File: config.mk
export PLATFORM = sky130hd
export DESIGN_NAME = per_flow_token_bucket_shaper
export DESIGN_NICKNAME = d
export VERILOG_FILES = /design/src/rtl/pfts_pkg.sv /design/src/rtl/pfts_ctrl.sv /design/src/rtl/pfts_datapath.sv /design/src/rtl/per_flow_token_bucket_shaper.sv
export SDC_FILE = /design/constraint.sdc
export NUM_CORES = 2
export LEC_CHECK = 0
export ABC_AREA = 1
export BUFFER_PORTS_ARGS = -buffer_cell sky130_fd_sc_hd__buf_2
export CAP_MARGIN = 10
export CORE_UTILIZATION = 30
export DETAILED_ROUTE_END_ITERATION = 7
export HOLD_SLACK_MARGIN = 0.15
export PLACE_DENSITY_LB_ADDON = 0.05
export SLEW_MARGIN = 20
export SYNTH_ARGS = -nofsm -noshare
export SYNTH_HDL_FRONTEND = slang
export SYNTH_SLANG_ARGS = --single-unit
File: constraint.sdc
create_clock -name clock -period 7.1 [get_ports clock]
set_clock_uncertainty 0.15 [all_clocks]
set_input_delay 1.775 -clock clock [delete_from_list [all_inputs] [get_ports clock]]
set_output_delay 1.775 -clock clock [all_outputs]
set_load 0.005 [all_outputs]
File: src/rtl/pfts_pkg.sv
// shared types, widths and codes of the per-flow token bucket shaper
package pfts_pkg;

   localparam int FLOWS_DEF       = 4;
   localparam int QUEUE_DEPTH_DEF = 16;

   localparam int FLOW_ID_W  = 2;
   localparam int FLOW_EXT_W = 5;
   localparam int SIZE_W     = 11;
   localparam int TOKEN_W    = 17;
   localparam int BAL_W      = TOKEN_W + 1;
   localparam int KIND_W     = 2;
   localparam int CSR_IDX_W  = 3;
   localparam int RATE_REGS  = 4;
   localparam int RATE_IDX_W = 2;

   localparam logic [TOKEN_W-1:0] TOKEN_CAP_RESET = 17'd100000;

   localparam logic [CSR_IDX_W-1:0] CSR_RATE_FLOW0 = 3'd0;
   localparam logic [CSR_IDX_W-1:0] CSR_TOKEN_CAP  = 3'd4;

   localparam logic REQ_ARRIVAL = 1'b0;
   localparam logic REQ_TICK    = 1'b1;

   typedef enum logic [KIND_W-1:0] {
      KIND_ACCEPT  = 2'd0,
      KIND_DROP    = 2'd1,
      KIND_RELEASE = 2'd2,
      KIND_DONE    = 2'd3
   } kind_type;

   typedef struct packed {
      logic capture;
      logic arrive;
      logic tick_add;
      logic release_pkt;
      logic done;
   } cmd_type;

   typedef struct packed {
      logic req_tick;
      logic req_in_range;
      logic can_release;
      logic out_free;
   } status_type;

endpackage

File: src/rtl/pfts_ctrl.sv
// controller state machine of the shaper
module pfts_ctrl
   import pfts_pkg::*;
(
   input  logic       clock,
   input  logic       reset,
   input  logic       req_valid,
   output logic       req_stall,
   input  status_type status,
   output cmd_type    cmd
);

   typedef enum logic [4:0] {
      ST_IDLE   = 5'b00001,
      ST_ARRIVE = 5'b00010,
      ST_ADD    = 5'b00100,
      ST_CHK    = 5'b01000,
      ST_DONE   = 5'b10000
   } state_type;

   state_type state_ff, state_in;

   assign req_stall = (state_ff != ST_IDLE);

   always_comb begin
      state_in = state_ff;
      cmd      = '0;
      unique case (state_ff)
         ST_IDLE: begin
            if (req_valid) begin
               cmd.capture = 1'b1;
               if (!status.req_tick) begin
                  state_in = ST_ARRIVE;
               end else if (status.req_in_range) begin
                  state_in = ST_ADD;
               end else begin
                  state_in = ST_DONE;
               end
            end
         end
         ST_ARRIVE: begin
            if (status.out_free) begin
               cmd.arrive = 1'b1;
               state_in   = ST_IDLE;
            end
         end
         ST_ADD: begin
            cmd.tick_add = 1'b1;
            state_in     = ST_CHK;
         end
         ST_CHK: begin
            if (!status.can_release) begin
               state_in = ST_DONE;
            end else if (status.out_free) begin
               cmd.release_pkt = 1'b1;
            end
         end
         ST_DONE: begin
            if (status.out_free) begin
               cmd.done = 1'b1;
               state_in = ST_IDLE;
            end
         end
         default: begin
            state_in = ST_IDLE;
         end
      endcase
   end

   always_ff @(posedge clock) begin
      if (reset) begin
         state_ff <= ST_IDLE;
      end else begin
         state_ff <= state_in;
      end
   end

`ifndef SYNTHESIS
   a_cmd_onehot0: assert property (@(posedge clock) disable iff (reset)
      $onehot0(cmd))
      else $error("more than one datapath command at once");

   a_accept_leaves_idle: assert property (@(posedge clock) disable iff (reset)
      (req_valid && !req_stall) |=> (state_ff != ST_IDLE))
      else $error("transaction accepted but controller stayed idle");

   a_release_only_in_chk: assert property (@(posedge clock) disable iff (reset)
      cmd.release_pkt |-> (state_ff == ST_CHK && status.can_release))
      else $error("release issued outside the release loop");
`endif

endmodule

File: src/rtl/pfts_datapath.sv
// datapath of the shaper: queues, token balances, config and result register
module pfts_datapath
   import pfts_pkg::*;
#(
   parameter int FLOWS       = FLOWS_DEF,
   parameter int QUEUE_DEPTH = QUEUE_DEPTH_DEF
) (
   input  logic                 clock,
   input  logic                 reset,
   input  logic                 req_type,
   input  logic [FLOW_ID_W-1:0] req_flow_id,
   input  logic [SIZE_W-1:0]    req_pkt_size,
   output logic                 rsp_valid,
   input  logic                 rsp_stall,
   output logic [KIND_W-1:0]    rsp_kind,
   output logic [FLOW_ID_W-1:0] rsp_out_flow,
   output logic [SIZE_W-1:0]    rsp_out_size,
   output logic [TOKEN_W-1:0]   rsp_token_balance,
   output logic                 rsp_last,
   input  logic                 csr_write_en,
   input  logic [CSR_IDX_W-1:0] csr_index,
   input  logic [TOKEN_W-1:0]   csr_wdata,
   input  cmd_type              cmd,
   output status_type           status
);

   localparam int FW = (FLOWS > 1) ? $clog2(FLOWS) : 1;
   localparam int PW = $clog2(QUEUE_DEPTH);
   localparam int CW = $clog2(QUEUE_DEPTH + 1);
   localparam int AW = $clog2(FLOWS * QUEUE_DEPTH);
   localparam int MEM_DEPTH = FLOWS * QUEUE_DEPTH;

   // configuration
   logic [TOKEN_W-1:0] rate_ff [RATE_REGS];
   logic [TOKEN_W-1:0] cap_ff;

   // captured transaction
   logic                 type_ff;
   logic [FLOW_ID_W-1:0] flow_ff;
   logic [SIZE_W-1:0]    size_ff;
   logic                 in_range_ff;

   // per-flow state
   logic [TOKEN_W-1:0] tokens_ff [FLOWS];
   logic [TOKEN_W-1:0] tokens_in [FLOWS];
   logic [PW-1:0]      head_ff   [FLOWS];
   logic [PW-1:0]      head_in   [FLOWS];
   logic [PW-1:0]      tail_ff   [FLOWS];
   logic [PW-1:0]      tail_in   [FLOWS];
   logic [CW-1:0]      count_ff  [FLOWS];
   logic [CW-1:0]      count_in  [FLOWS];

   logic [BAL_W-1:0] bal_ff, bal_in;

   logic [SIZE_W-1:0] qmem [MEM_DEPTH];
   logic [SIZE_W-1:0] rd_data_ff;

   // result register
   logic                 rsp_valid_ff, rsp_valid_in;
   kind_type             rsp_kind_ff, rsp_kind_in;
   logic [FLOW_ID_W-1:0] rsp_flow_ff;
   logic [SIZE_W-1:0]    rsp_size_ff, rsp_size_in;
   logic [TOKEN_W-1:0]   rsp_bal_ff, rsp_bal_in;
   logic                 rsp_last_ff, rsp_last_in;

   logic [FLOW_EXT_W-1:0] req_flow_ext, flow_ext;
   logic [FW-1:0]         flow_sel;
   logic                  full, out_free, load;
   logic [PW-1:0]         head_nx, tail_nx, rd_ptr;
   logic [AW-1:0]         rd_addr, wr_addr, base_addr;
   logic                  wr_en;
   logic [BAL_W-1:0]      bal_sum, bal_rel, len_ext;
   logic [TOKEN_W-1:0]    bal_rel_sat, bal_capped;
   logic [TOKEN_W-1:0]    rate_sel;

   assign req_flow_ext = {{(FLOW_EXT_W-FLOW_ID_W){1'b0}}, req_flow_id};
   assign flow_ext     = {{(FLOW_EXT_W-FLOW_ID_W){1'b0}}, flow_ff};
   assign flow_sel     = in_range_ff ? flow_ext[FW-1:0] : '0;

   assign full    = (count_ff[flow_sel] == CW'(QUEUE_DEPTH));
   assign head_nx = (head_ff[flow_sel] == PW'(QUEUE_DEPTH - 1)) ? '0
                    : head_ff[flow_sel] + 1'b1;
   assign tail_nx = (tail_ff[flow_sel] == PW'(QUEUE_DEPTH - 1)) ? '0
                    : tail_ff[flow_sel] + 1'b1;
   assign rd_ptr  = cmd.release_pkt ? head_nx : head_ff[flow_sel];

   assign base_addr = AW'(flow_sel) * AW'(QUEUE_DEPTH);
   assign rd_addr   = base_addr + AW'(rd_ptr);
   assign wr_addr   = base_addr + AW'(tail_ff[flow_sel]);
   assign wr_en     = cmd.arrive && in_range_ff && !full;

   assign rate_sel = rate_ff[flow_ff[RATE_IDX_W-1:0]];
   assign bal_sum  = {1'b0, tokens_ff[flow_sel]} + {1'b0, rate_sel};
   assign len_ext  = {{(BAL_W-SIZE_W){1'b0}}, rd_data_ff};
   assign bal_rel  = bal_ff - len_ext;
   assign bal_rel_sat = bal_rel[BAL_W-1] ? '1 : bal_rel[TOKEN_W-1:0];
   assign bal_capped  = (bal_ff > {1'b0, cap_ff}) ? cap_ff : bal_ff[TOKEN_W-1:0];

   assign out_free = !rsp_valid_ff || !rsp_stall;
   assign load     = cmd.arrive || cmd.release_pkt || cmd.done;

   assign status.req_tick     = (req_type == REQ_TICK);
   assign status.req_in_range = (req_flow_ext < FLOW_EXT_W'(FLOWS));
   assign status.can_release  = (count_ff[flow_sel] != '0) && (len_ext <= bal_ff);
   assign status.out_free     = out_free;

   // queue pointers, counts and balances
   always_comb begin
      head_in   = head_ff;
      tail_in   = tail_ff;
      count_in  = count_ff;
      tokens_in = tokens_ff;
      bal_in    = bal_ff;
      if (wr_en) begin
         tail_in[flow_sel]  = tail_nx;
         count_in[flow_sel] = count_ff[flow_sel] + 1'b1;
      end
      if (cmd.tick_add) begin
         bal_in = bal_sum;
      end
      if (cmd.release_pkt) begin
         head_in[flow_sel]  = head_nx;
         count_in[flow_sel] = count_ff[flow_sel] - 1'b1;
         bal_in             = bal_rel;
      end
      if (cmd.done && in_range_ff) begin
         tokens_in[flow_sel] = bal_capped;
      end
   end

   // result selection
   always_comb begin
      rsp_kind_in = rsp_kind_ff;
      rsp_size_in = rsp_size_ff;
      rsp_bal_in  = rsp_bal_ff;
      rsp_last_in = rsp_last_ff;
      if (cmd.arrive) begin
         rsp_kind_in = (in_range_ff && !full) ? KIND_ACCEPT : KIND_DROP;
         rsp_size_in = size_ff;
         rsp_bal_in  = in_range_ff ? tokens_ff[flow_sel] : '0;
         rsp_last_in = 1'b1;
      end else if (cmd.release_pkt) begin
         rsp_kind_in = KIND_RELEASE;
         rsp_size_in = rd_data_ff;
         rsp_bal_in  = bal_rel_sat;
         rsp_last_in = 1'b0;
      end else if (cmd.done) begin
         rsp_kind_in = KIND_DONE;
         rsp_size_in = '0;
         rsp_bal_in  = in_range_ff ? bal_capped : '0;
         rsp_last_in = 1'b1;
      end
      if (load) begin
         rsp_valid_in = 1'b1;
      end else begin
         rsp_valid_in = rsp_valid_ff && rsp_stall;
      end
   end

   always_ff @(posedge clock) begin
      if (reset) begin
         for (int i = 0; i < RATE_REGS; i++) begin
            rate_ff[i] <= '0;
         end
         cap_ff       <= TOKEN_CAP_RESET;
         rsp_valid_ff <= 1'b0;
         for (int f = 0; f < FLOWS; f++) begin
            tokens_ff[f] <= '0;
            head_ff[f]   <= '0;
            tail_ff[f]   <= '0;
            count_ff[f]  <= '0;
         end
      end else begin
         if (csr_write_en) begin
            if (csr_index < CSR_TOKEN_CAP) begin
               rate_ff[csr_index[RATE_IDX_W-1:0]] <= csr_wdata;
            end else if (csr_index == CSR_TOKEN_CAP) begin
               cap_ff <= csr_wdata;
            end
         end
         rsp_valid_ff <= rsp_valid_in;
         tokens_ff    <= tokens_in;
         head_ff      <= head_in;
         tail_ff      <= tail_in;
         count_ff     <= count_in;
      end
   end

   always_ff @(posedge clock) begin
      if (cmd.capture) begin
         type_ff     <= req_type;
         flow_ff     <= req_flow_id;
         size_ff     <= req_pkt_size;
         in_range_ff <= status.req_in_range;
      end
      bal_ff <= bal_in;
      if (load) begin
         rsp_kind_ff <= rsp_kind_in;
         rsp_flow_ff <= flow_ff;
         rsp_size_ff <= rsp_size_in;
         rsp_bal_ff  <= rsp_bal_in;
         rsp_last_ff <= rsp_last_in;
      end
   end

   // packet length store
   always_ff @(posedge clock) begin
      if (wr_en) begin
         qmem[wr_addr] <= size_ff;
      end
      rd_data_ff <= qmem[rd_addr];
   end

   assign rsp_valid         = rsp_valid_ff;
   assign rsp_kind          = rsp_kind_ff;
   assign rsp_out_flow      = rsp_flow_ff;
   assign rsp_out_size      = rsp_size_ff;
   assign rsp_token_balance = rsp_bal_ff;
   assign rsp_last          = rsp_last_ff;

`ifndef SYNTHESIS
   a_load_needs_slot: assert property (@(posedge clock) disable iff (reset)
      load |-> out_free)
      else $error("result register overwritten while occupied");

   a_release_shrinks_balance: assert property (@(posedge clock) disable iff (reset)
      cmd.release_pkt |=> (bal_ff <= $past(bal_ff)))
      else $error("release did not lower the running balance");

   a_done_respects_cap: assert property (@(posedge clock) disable iff (reset)
      (cmd.done && in_range_ff) |=> (tokens_ff[$past(flow_sel)] <= $past(cap_ff)))
      else $error("stored balance above token cap after tick");

   a_arrival_type: assert property (@(posedge clock) disable iff (reset)
      (cmd.arrive || cmd.tick_add) |-> (type_ff == (cmd.tick_add ? REQ_TICK : REQ_ARRIVAL)))
      else $error("datapath command does not match captured transaction type");
`endif

endmodule

File: src/rtl/per_flow_token_bucket_shaper.sv
// top level of the per-flow token bucket shaper
//
// request channel (req_*): one transaction per arrival (req_type 0) or per
// tick (req_type 1) for flow req_flow_id. accepted when req_valid is high
// and req_stall is low; req_stall is high while a transaction is in work.
// result channel (rsp_*): kinds accept, drop, release and done; rsp_last
// marks the final result of a request. a result register parts the two
// sides, so a new request is taken while a result waits on rsp_stall.
// arrival: the arrive state loads the result once the result register is
// free, then returns to idle; no new request is taken before that.
// tick on an in-range flow: the add state adds the rate; the check state
// gives one release per cycle while the head length fits the balance and
// the result register is free (the length store read is registered and
// chained off the next head pointer); the done state caps and emits done.
// a stalled receiver holds the result register and the sequencer waits.
// csr_* writes rate_flow0..3 (index 0..3) and token_cap (index 4); write
// only while idle. reset clears balances, queue pointers and counts, rates
// to 0 and token_cap to 100000; the length store needs no clearing pass.
module per_flow_token_bucket_shaper
   import pfts_pkg::*;
#(
   parameter int FLOWS       = FLOWS_DEF,
   parameter int QUEUE_DEPTH = QUEUE_DEPTH_DEF
) (
   input  logic                 clock,
   input  logic                 reset,
   input  logic                 req_valid,
   output logic                 req_stall,
   input  logic                 req_type,
   input  logic [FLOW_ID_W-1:0] req_flow_id,
   input  logic [SIZE_W-1:0]    req_pkt_size,
   output logic                 rsp_valid,
   input  logic                 rsp_stall,
   output logic [KIND_W-1:0]    rsp_kind,
   output logic [FLOW_ID_W-1:0] rsp_out_flow,
   output logic [SIZE_W-1:0]    rsp_out_size,
   output logic [TOKEN_W-1:0]   rsp_token_balance,
   output logic                 rsp_last,
   input  logic                 csr_write_en,
   input  logic [CSR_IDX_W-1:0] csr_index,
   input  logic [TOKEN_W-1:0]   csr_wdata
);

   // command and status between sequencer and datapath
   cmd_type    cmd;
   status_type status;

   pfts_ctrl u_ctrl (
      .clock     (clock),
      .reset     (reset),
      .req_valid (req_valid),
      .req_stall (req_stall),
      .status    (status),
      .cmd       (cmd)
   );

   pfts_datapath #(
      .FLOWS       (FLOWS),
      .QUEUE_DEPTH (QUEUE_DEPTH)
   ) u_datapath (
      .clock             (clock),
      .reset             (reset),
      .req_type          (req_type),
      .req_flow_id       (req_flow_id),
      .req_pkt_size      (req_pkt_size),
      .rsp_valid         (rsp_valid),
      .rsp_stall         (rsp_stall),
      .rsp_kind          (rsp_kind),
      .rsp_out_flow      (rsp_out_flow),
      .rsp_out_size      (rsp_out_size),
      .rsp_token_balance (rsp_token_balance),
      .rsp_last          (rsp_last),
      .csr_write_en      (csr_write_en),
      .csr_index         (csr_index),
      .csr_wdata         (csr_wdata),
      .cmd               (cmd),
      .status            (status)
   );

`ifndef SYNTHESIS
   a_no_result_without_request: assert property (@(posedge clock) disable iff (reset)
      ($rose(rsp_valid) && !$past(req_stall)) |-> 1'b0)
      else $error("result appeared with no transaction in work");

   a_stall_while_busy_result: assert property (@(posedge clock) disable iff (reset)
      ($rose(rsp_valid) && rsp_last) |-> $past(req_stall))
      else $error("final result loaded while sequencer was idle");

   a_last_ends_work: assert property (@(posedge clock) disable iff (reset)
      ($rose(rsp_valid) && !rsp_last) |-> req_stall)
      else $error("non-final release without a tick still in work");
`endif

endmodule
[Yosys cells after proc, flatten, opt, wreduce, memory -nomap -nowiden]
Memory sizes are Yosys's and may differ from the RTL's. A register that Yosys moved wholly into a read port is not among the register bits.
Index checks and enable logic that the tools add are counted.
Word-level totals
  memory bits (writable): 772
  input port bits: 39
  flip-flop bits (word level): 208
  logic and storage cells: 154
  memories kept: 2
  output and inout bits: 35
Memory list
  u_datapath.qmem: words 64, width 11, rd ports 1, clocked after Yosys merged registers in 1, write ports 1, RTL line pfts_datapath.sv:55  | logic [SIZE_W-1:0] qmem [MEM_DEPTH];
  u_datapath.rate_ff: words 4, width 17, rd ports 1, clocked after Yosys merged registers in 1, write ports 4, RTL line pfts_datapath.sv:34  | logic [TOKEN_W-1:0] rate_ff [RATE_REGS];
Cells by class
  order comparisons: 6
  $add $sub $neg: 8
  reductions and logical operators: 21
  bitwise operators: 2
  multiplexer cells: 74
  equal/unequal tests: 13
Operators with widths (count)
  $mux 17: 11
  $bwmux 68: 1
  $bwmux 20: 2
  $mux 20: 2
  $mux 5: 8
  $mux 18: 2
  $bmux 17 s2: 1
  $demux 17 s2: 1
  $mux 11: 3
  $bwmux 16: 2
  $mux 4: 8
  $mux 1: 21
  $pmux 5 s4: 1
  $add 17x17->18: 1
  $gt 18x17->1: 1
  $le 11x18->1: 1
  $sub 18x11->18: 1
  $reduce_or 17->1: 1
  $bmux 4 s2: 2
  $add 6x4->6: 2
  $mux 2: 6
  $bmux 5 s2: 1
  $demux 5 s2: 1
  $eq 5x5->1 const B: 2
  other kinds (28): 42

[Depth between registers and ports, before layout]
  depth after elaboration: 12
  depth in mapped cells: 25
  depth with buffers taken out: 23

[Hierarchy]
A second synthesis with hierarchy kept.
Unflattened totals
  cells, all modules: 4982
  area total of the unflattened synthesis: 46321.9 sq um
By module, submodules not included
  pfts_datapath: area each 45959.1 sq um, times used 1, cells each 4929, seq. area each 28127.0 sq um
  pfts_ctrl: area each 362.8 sq um, times used 1, cells each 53, seq. area each 100.1 sq um

[Worst setup path before layout]
Ideal clock, no wire load.
  path type: input-to-reg
  start point: input rsp_stall
  end point: register u_datapath.rsp_kind_ff[0] (netlist: u_datapath.rsp_kind[0]) (enable)
  arrival time: 3555 ps
  stages on the path: 6
  path buffers: 3
  slack: 2843 ps
  library setup time: 552 ps
  required time: 6398 ps
  cells stage by stage: nand2_1 nand3_4 buf_2 buf_1 clkbuf_1 nand3_1
On the way
  cells in the longest elaborated chain, start to end: 8
  elaborated cells on any way between the ends: 11
  classes of those cells: mux (5); reduce/logical (6)
RTL lines
  start, declared: RTL line per_flow_token_bucket_shaper.sv:33  | input logic rsp_stall,
  $logic_not 1->1 (*): RTL line pfts_datapath.sv:99  | assign out_free = !rsp_valid_ff || !rsp_stall;
  $logic_or 1x1->1 (*): RTL line pfts_datapath.sv:99
  $mux 1 (*): RTL line pfts_ctrl.sv:42, pfts_ctrl.sv:54, pfts_ctrl.sv:59
  $mux 1: RTL line pfts_ctrl.sv:52  | if (!status.can_release) begin
  $mux 1: RTL line pfts_ctrl.sv:28  | unique case (state_ff)
  $logic_or 1x1->1 (2 in a row): RTL line pfts_datapath.sv:100  | assign load = cmd.arrive || cmd.release_pkt || cmd.done;
  $reduce_and 2->1 (no source line) (*)
  end signal, assigned: RTL line pfts_datapath.sv:198  | rsp_kind_ff <= rsp_kind_in;
  end, declared: RTL line pfts_datapath.sv:60  | kind_type rsp_kind_ff, rsp_kind_in;
Every way passes the cells marked *; elsewhere a longest branch is shown, timed or not.
A chain may end at the register's enable or synchronous reset.

[Worst setup path after layout]
  start point: register u_datapath.flow_ff[0]
  end point: register u_datapath.rd_data_ff[6], read port of u_datapath.qmem
On the way
  cells in the longest elaborated chain, start to end: 11
  elaborated cells on any way between the ends: 17
  classes of those cells: add/sub (2); eq/ne (1); mux (11); bitwise (1); reduce/logical (2)
RTL lines
  start, declared: RTL line pfts_datapath.sv:39  | logic [FLOW_ID_W-1:0] flow_ff;
  start signal, assigned: RTL line pfts_datapath.sv:192  | flow_ff <= req_flow_id;
  $mux 2 (*): RTL line pfts_datapath.sv:78  | assign flow_sel = in_range_ff ? flow_ext[FW-1:0] : '0;
  parallel branches: the longest is 9 deep, another holds $add 4x1->4
  $add 6x4->6 (*): RTL line pfts_datapath.sv:88  | assign rd_addr = base_addr + AW'(rd_ptr);
  end, declared: RTL line pfts_datapath.sv:56  | logic [SIZE_W-1:0] rd_data_ff;
Every way passes the cells marked *. The select of a mux whose other input is x is not followed.

==> run metrics <==
# resized after CTS 0; vias 32500; HP Class flop to flop; Final setup violation count 0; ys async rst share 0%; Leakage roughly 22 nW; Total GRT Usage between 20% and 30%; global-route wire length before repair 225000 um; Seq/Total Area, Yosys 62.1%; critical path class flop to flop; Root Driver clkbuf_16; total gr overflow 0; CTS sink cnt around 990; max_cap viols 0; Max Freq approximately 180 MHz; RePlAce Congestion ~0.81; synthesized instance count between 4000 and 5000; Final Hold Viols 0; CP required roughly 7.6 ns; largest net degree at the start of global routing slightly below 90; CTS H-tree lvls 3; ys flop type edfxtp_1; die area around 0.15 mm^2; Fin Setup TNS 0 ns; synthesized area between 0.04 and 0.05 mm^2; share of cells above drive strength 1 7.99%; worst setup path endpoint u_datapath.rd_data_ff[6]$_DFF_P_; status finished clean; nets 5008; RR Startpoint u_datapath.flow_ff[0]$_DFFE_PP_; Avg Cell Area, Syn ~9.4 um^2; share of the synthesized area in the top cell type roughly 55%; final hold slack roughly 0.31 ns; CP Launch Point u_datapath.flow_ff[0]$_DFFE_PP_; Crit Path Max Fanout 60; Final period util between 80% and 90%; Avg Vias per Cell 4.62; min cycle time layout roughly 5.7 ns; Setup crit end kind flop; post-CTS setup buffer count 0; Routed wire per std cell approximately 22 um; Max Slew Vio Count 0; worst reg2reg setup slack about 1.4 ns; worst r2r path cells 23; largest area contributor in the netlist edfxtp_1; starting density of the core a little under a third; Area Growth Syn to Fin 15.1%; Skew-Pair Late Insertion Delay approximately 0.75 ns; unrepaired setup endpoints after global routing no; Rows about 140; Ports 74; 1st-iter DRT viols around 2300; Slew headroom between 20% and 30%; RR Endpoint u_datapath.rd_data_ff[6]$_DFF_P_; CTS Hold Bufs 0; worst vdd ir 0.000209 V; routed wire length between 150000 and 200000 um; vias in the first global route approximately 32000; Die Ht between 300 and 400 um; most frequent cell after synthesis inv_1; Ys Warns 0; TritonRoute pass-1 iters 5; core area between 0.15 and 0.2 mm^2; fill count 15400; die width approximately 400 um; critical path startpoint category flop; Yosys reg bits between 900 and 1000; power per cell area 256 mW/mm^2; CTS Buf Count roughly 120; Residual DRC 0; number of enable flip-flop cells after synthesis around 840; DRT antenna net count 0; worst slew pin tran ~1.1 ns; clk slew on worst S/H paths 0.06 ns; largest cells by area after synthesis edfxtp_1 (55%), inv_1 (8.1%), nand3_1 (8.0%); initial antenna violation count 3; CTS tree built; Unique masters post-synth 47; Mapped Nets between 4000 and 5000; DP HPWL about 92000 um; most frequent cells after synthesis inv_1 (979), nand2_1 (957), edfxtp_1 (836); port bufs 73; CP Data Arrival Time between 6 and 7 ns; Clock Path Buffers 3
## metrics by stage
step	std cells	cell area (um^2)	setup slack [ns]	util [%]	total power, mW
2_1_floorplan	4825	45500	2.84	-	7.08
3_3_place_gp	6813	48500	1.19	32.3	7.51
3_5_place_dp	6813	48500	1.25	32.3	7.50
4_1_cts	7037	52300	1.26	34.9	13.6
5_1_grt	7037	52300	1.02	34.9	13.9
6_report	7038	52300	1.39	34.9	13.4
## per-layer routing
layer / GRT usage, % / routed length (um) / vias to the layer above
met1: 27.0 / 71000 / 15800
li1: - / - / 16000
met4: 5.90 / 4400 / 0
met2: 33.8 / 74000 / 582
met3: 2.32 / 5040 / 204
met5: 0 / 0 / -
## layout by cell type (no fill, tap or decap), types with 4 or more instances in the layout
cell       instances
clkinv_1          36
clkbuf_8           6
nor3_1            21
dfxtp_1          156
a22oi_1           18
clkinv_2          24
edfxtp_1         836
a21oi_1          145
inv_2              8
nand2_1          954
o21ai_0          212
nand4_1            8
nand3b_1          33
buf_12            12
clkbuf_1          29
buf_4            117
ha_1              50
clkbuf_16        118
o211ai_1           9
o21ai_1            4
a211oi_1          10
a311oi_1           4
a31oi_1           26
xnor2_1           17
nor4_1             5
o22ai_1           24
inv_1            978
nor2_1           268
buf_2             73
o21a_1             5
bufinv_16         10
o221ai_1          15
o31ai_1            4
xor2_1            13
nor2_2             8
nand3_1          725
## power by group
| part | leakage [nW] | internal (mW) | switching [mW] |
|---|---|---|---|
| sequential | 8.84 | 6.47 | 0.0517 |
| clock | 1.87 | 3.48 | 2.58 |
| combinational | 11.4 | 0.191 | 0.645 |
| total | 22.1 | 10.1 | 3.28 |
## worst min-delay path by stage
| stage | from | end | cells after the start |
|---|---|---|---|
| after global placement | u_datapath.tail_ff[14]$_SDFFE_PP0P_ | u_datapath.tail_ff[14]$_SDFFE_PP0P_ | 2 |
| after floorplan | u_datapath.flow_ff[1]$_DFFE_PP_ | u_datapath.rsp_out_flow[1]$_DFFE_PP_ | 0 |
| after detailed placement | u_datapath.tail_ff[6]$_SDFFE_PP0P_ | u_datapath.tail_ff[6]$_SDFFE_PP0P_ | 2 |
| after global routing | u_datapath.tail_ff[6]$_SDFFE_PP0P_ | u_datapath.tail_ff[6]$_SDFFE_PP0P_ | 2 |
| final | u_datapath.tail_ff[3]$_SDFFE_PP0P_ | u_datapath.tail_ff[3]$_SDFFE_PP0P_ | 2 |
| after CTS | u_datapath.tail_ff[7]$_SDFFE_PP0P_ | u_datapath.tail_ff[7]$_SDFFE_PP0P_ | 2 |
## worst max-delay path: stages, from the launching register on
cell      delay [ns]
edfxtp_1        0.61
nand2_2         0.15
clkinv_1        0.60
a22o_1          0.44
a21oi_1         0.12
o21a_1          0.20
ha_1            0.17
nand3_1         0.12
nor2_2          0.18
nor2_4          0.07
nand3_4         0.11
buf_4           0.49
nand2_1         0.18
nand2_4         0.37
buf_12          0.38
buf_4           0.26
nand3_1         0.09
nand3_1         0.09
nand3_1         0.15
nand2_1         0.22
nand2_1         0.18
nand2_1         0.14
inv_1           0.06
nand2_1         0.05
## state kept, by name, summed over array words and instances, names as in the netlist, 5 cells and up, named ones only
signal	flops
u_ctrl.state_ff	5
u_datapath.bal_ff	18
u_datapath.cap_ff	17
u_datapath.count_ff	19
u_datapath.head_ff	16
u_datapath.qmem	704
u_datapath.rate_ff	68
u_datapath.rd_data_ff	11
u_datapath.rsp_out_size	11
u_datapath.rsp_token_balance	17
u_datapath.size_ff	11
u_datapath.tail_ff	16
u_datapath.tokens_ff	68
## cell families (layout without fill, tap and decap cells)
kind of cell	count (synthesis)	in the layout	synth area share, %
AND/OR/NAND/NOR	2037	2037	19.3
buffers and inverters	1223	1419	10.5
flip-flops	992	992	62.1
AO/OA/AOI/OAI	491	491	6.06
adder cells (fa/ha/maj)	52	52	1.46
XOR/XNOR	30	30	0.578
other	0	1	0
## layout make-up
| type | count | area, um^2 | area share [%] |
|---|---|---|---|
| clock inverters | 71 | 677 | 1.29 |
| repair buffers | 202 | 1480 | 2.84 |
| flip-flops and latches | 992 | 28200 | 53.9 |
| well taps | 2016 | 2520 | 4.82 |
| diodes | 1 | 2.50 | 0.00478 |
| multi-input cells | 2610 | 12600 | 24.0 |
| clock buffers | 153 | 3140 | 6.01 |
| inverters | 993 | 3730 | 7.12 |
Note: power is estimated with default switching activity, not from simulation.
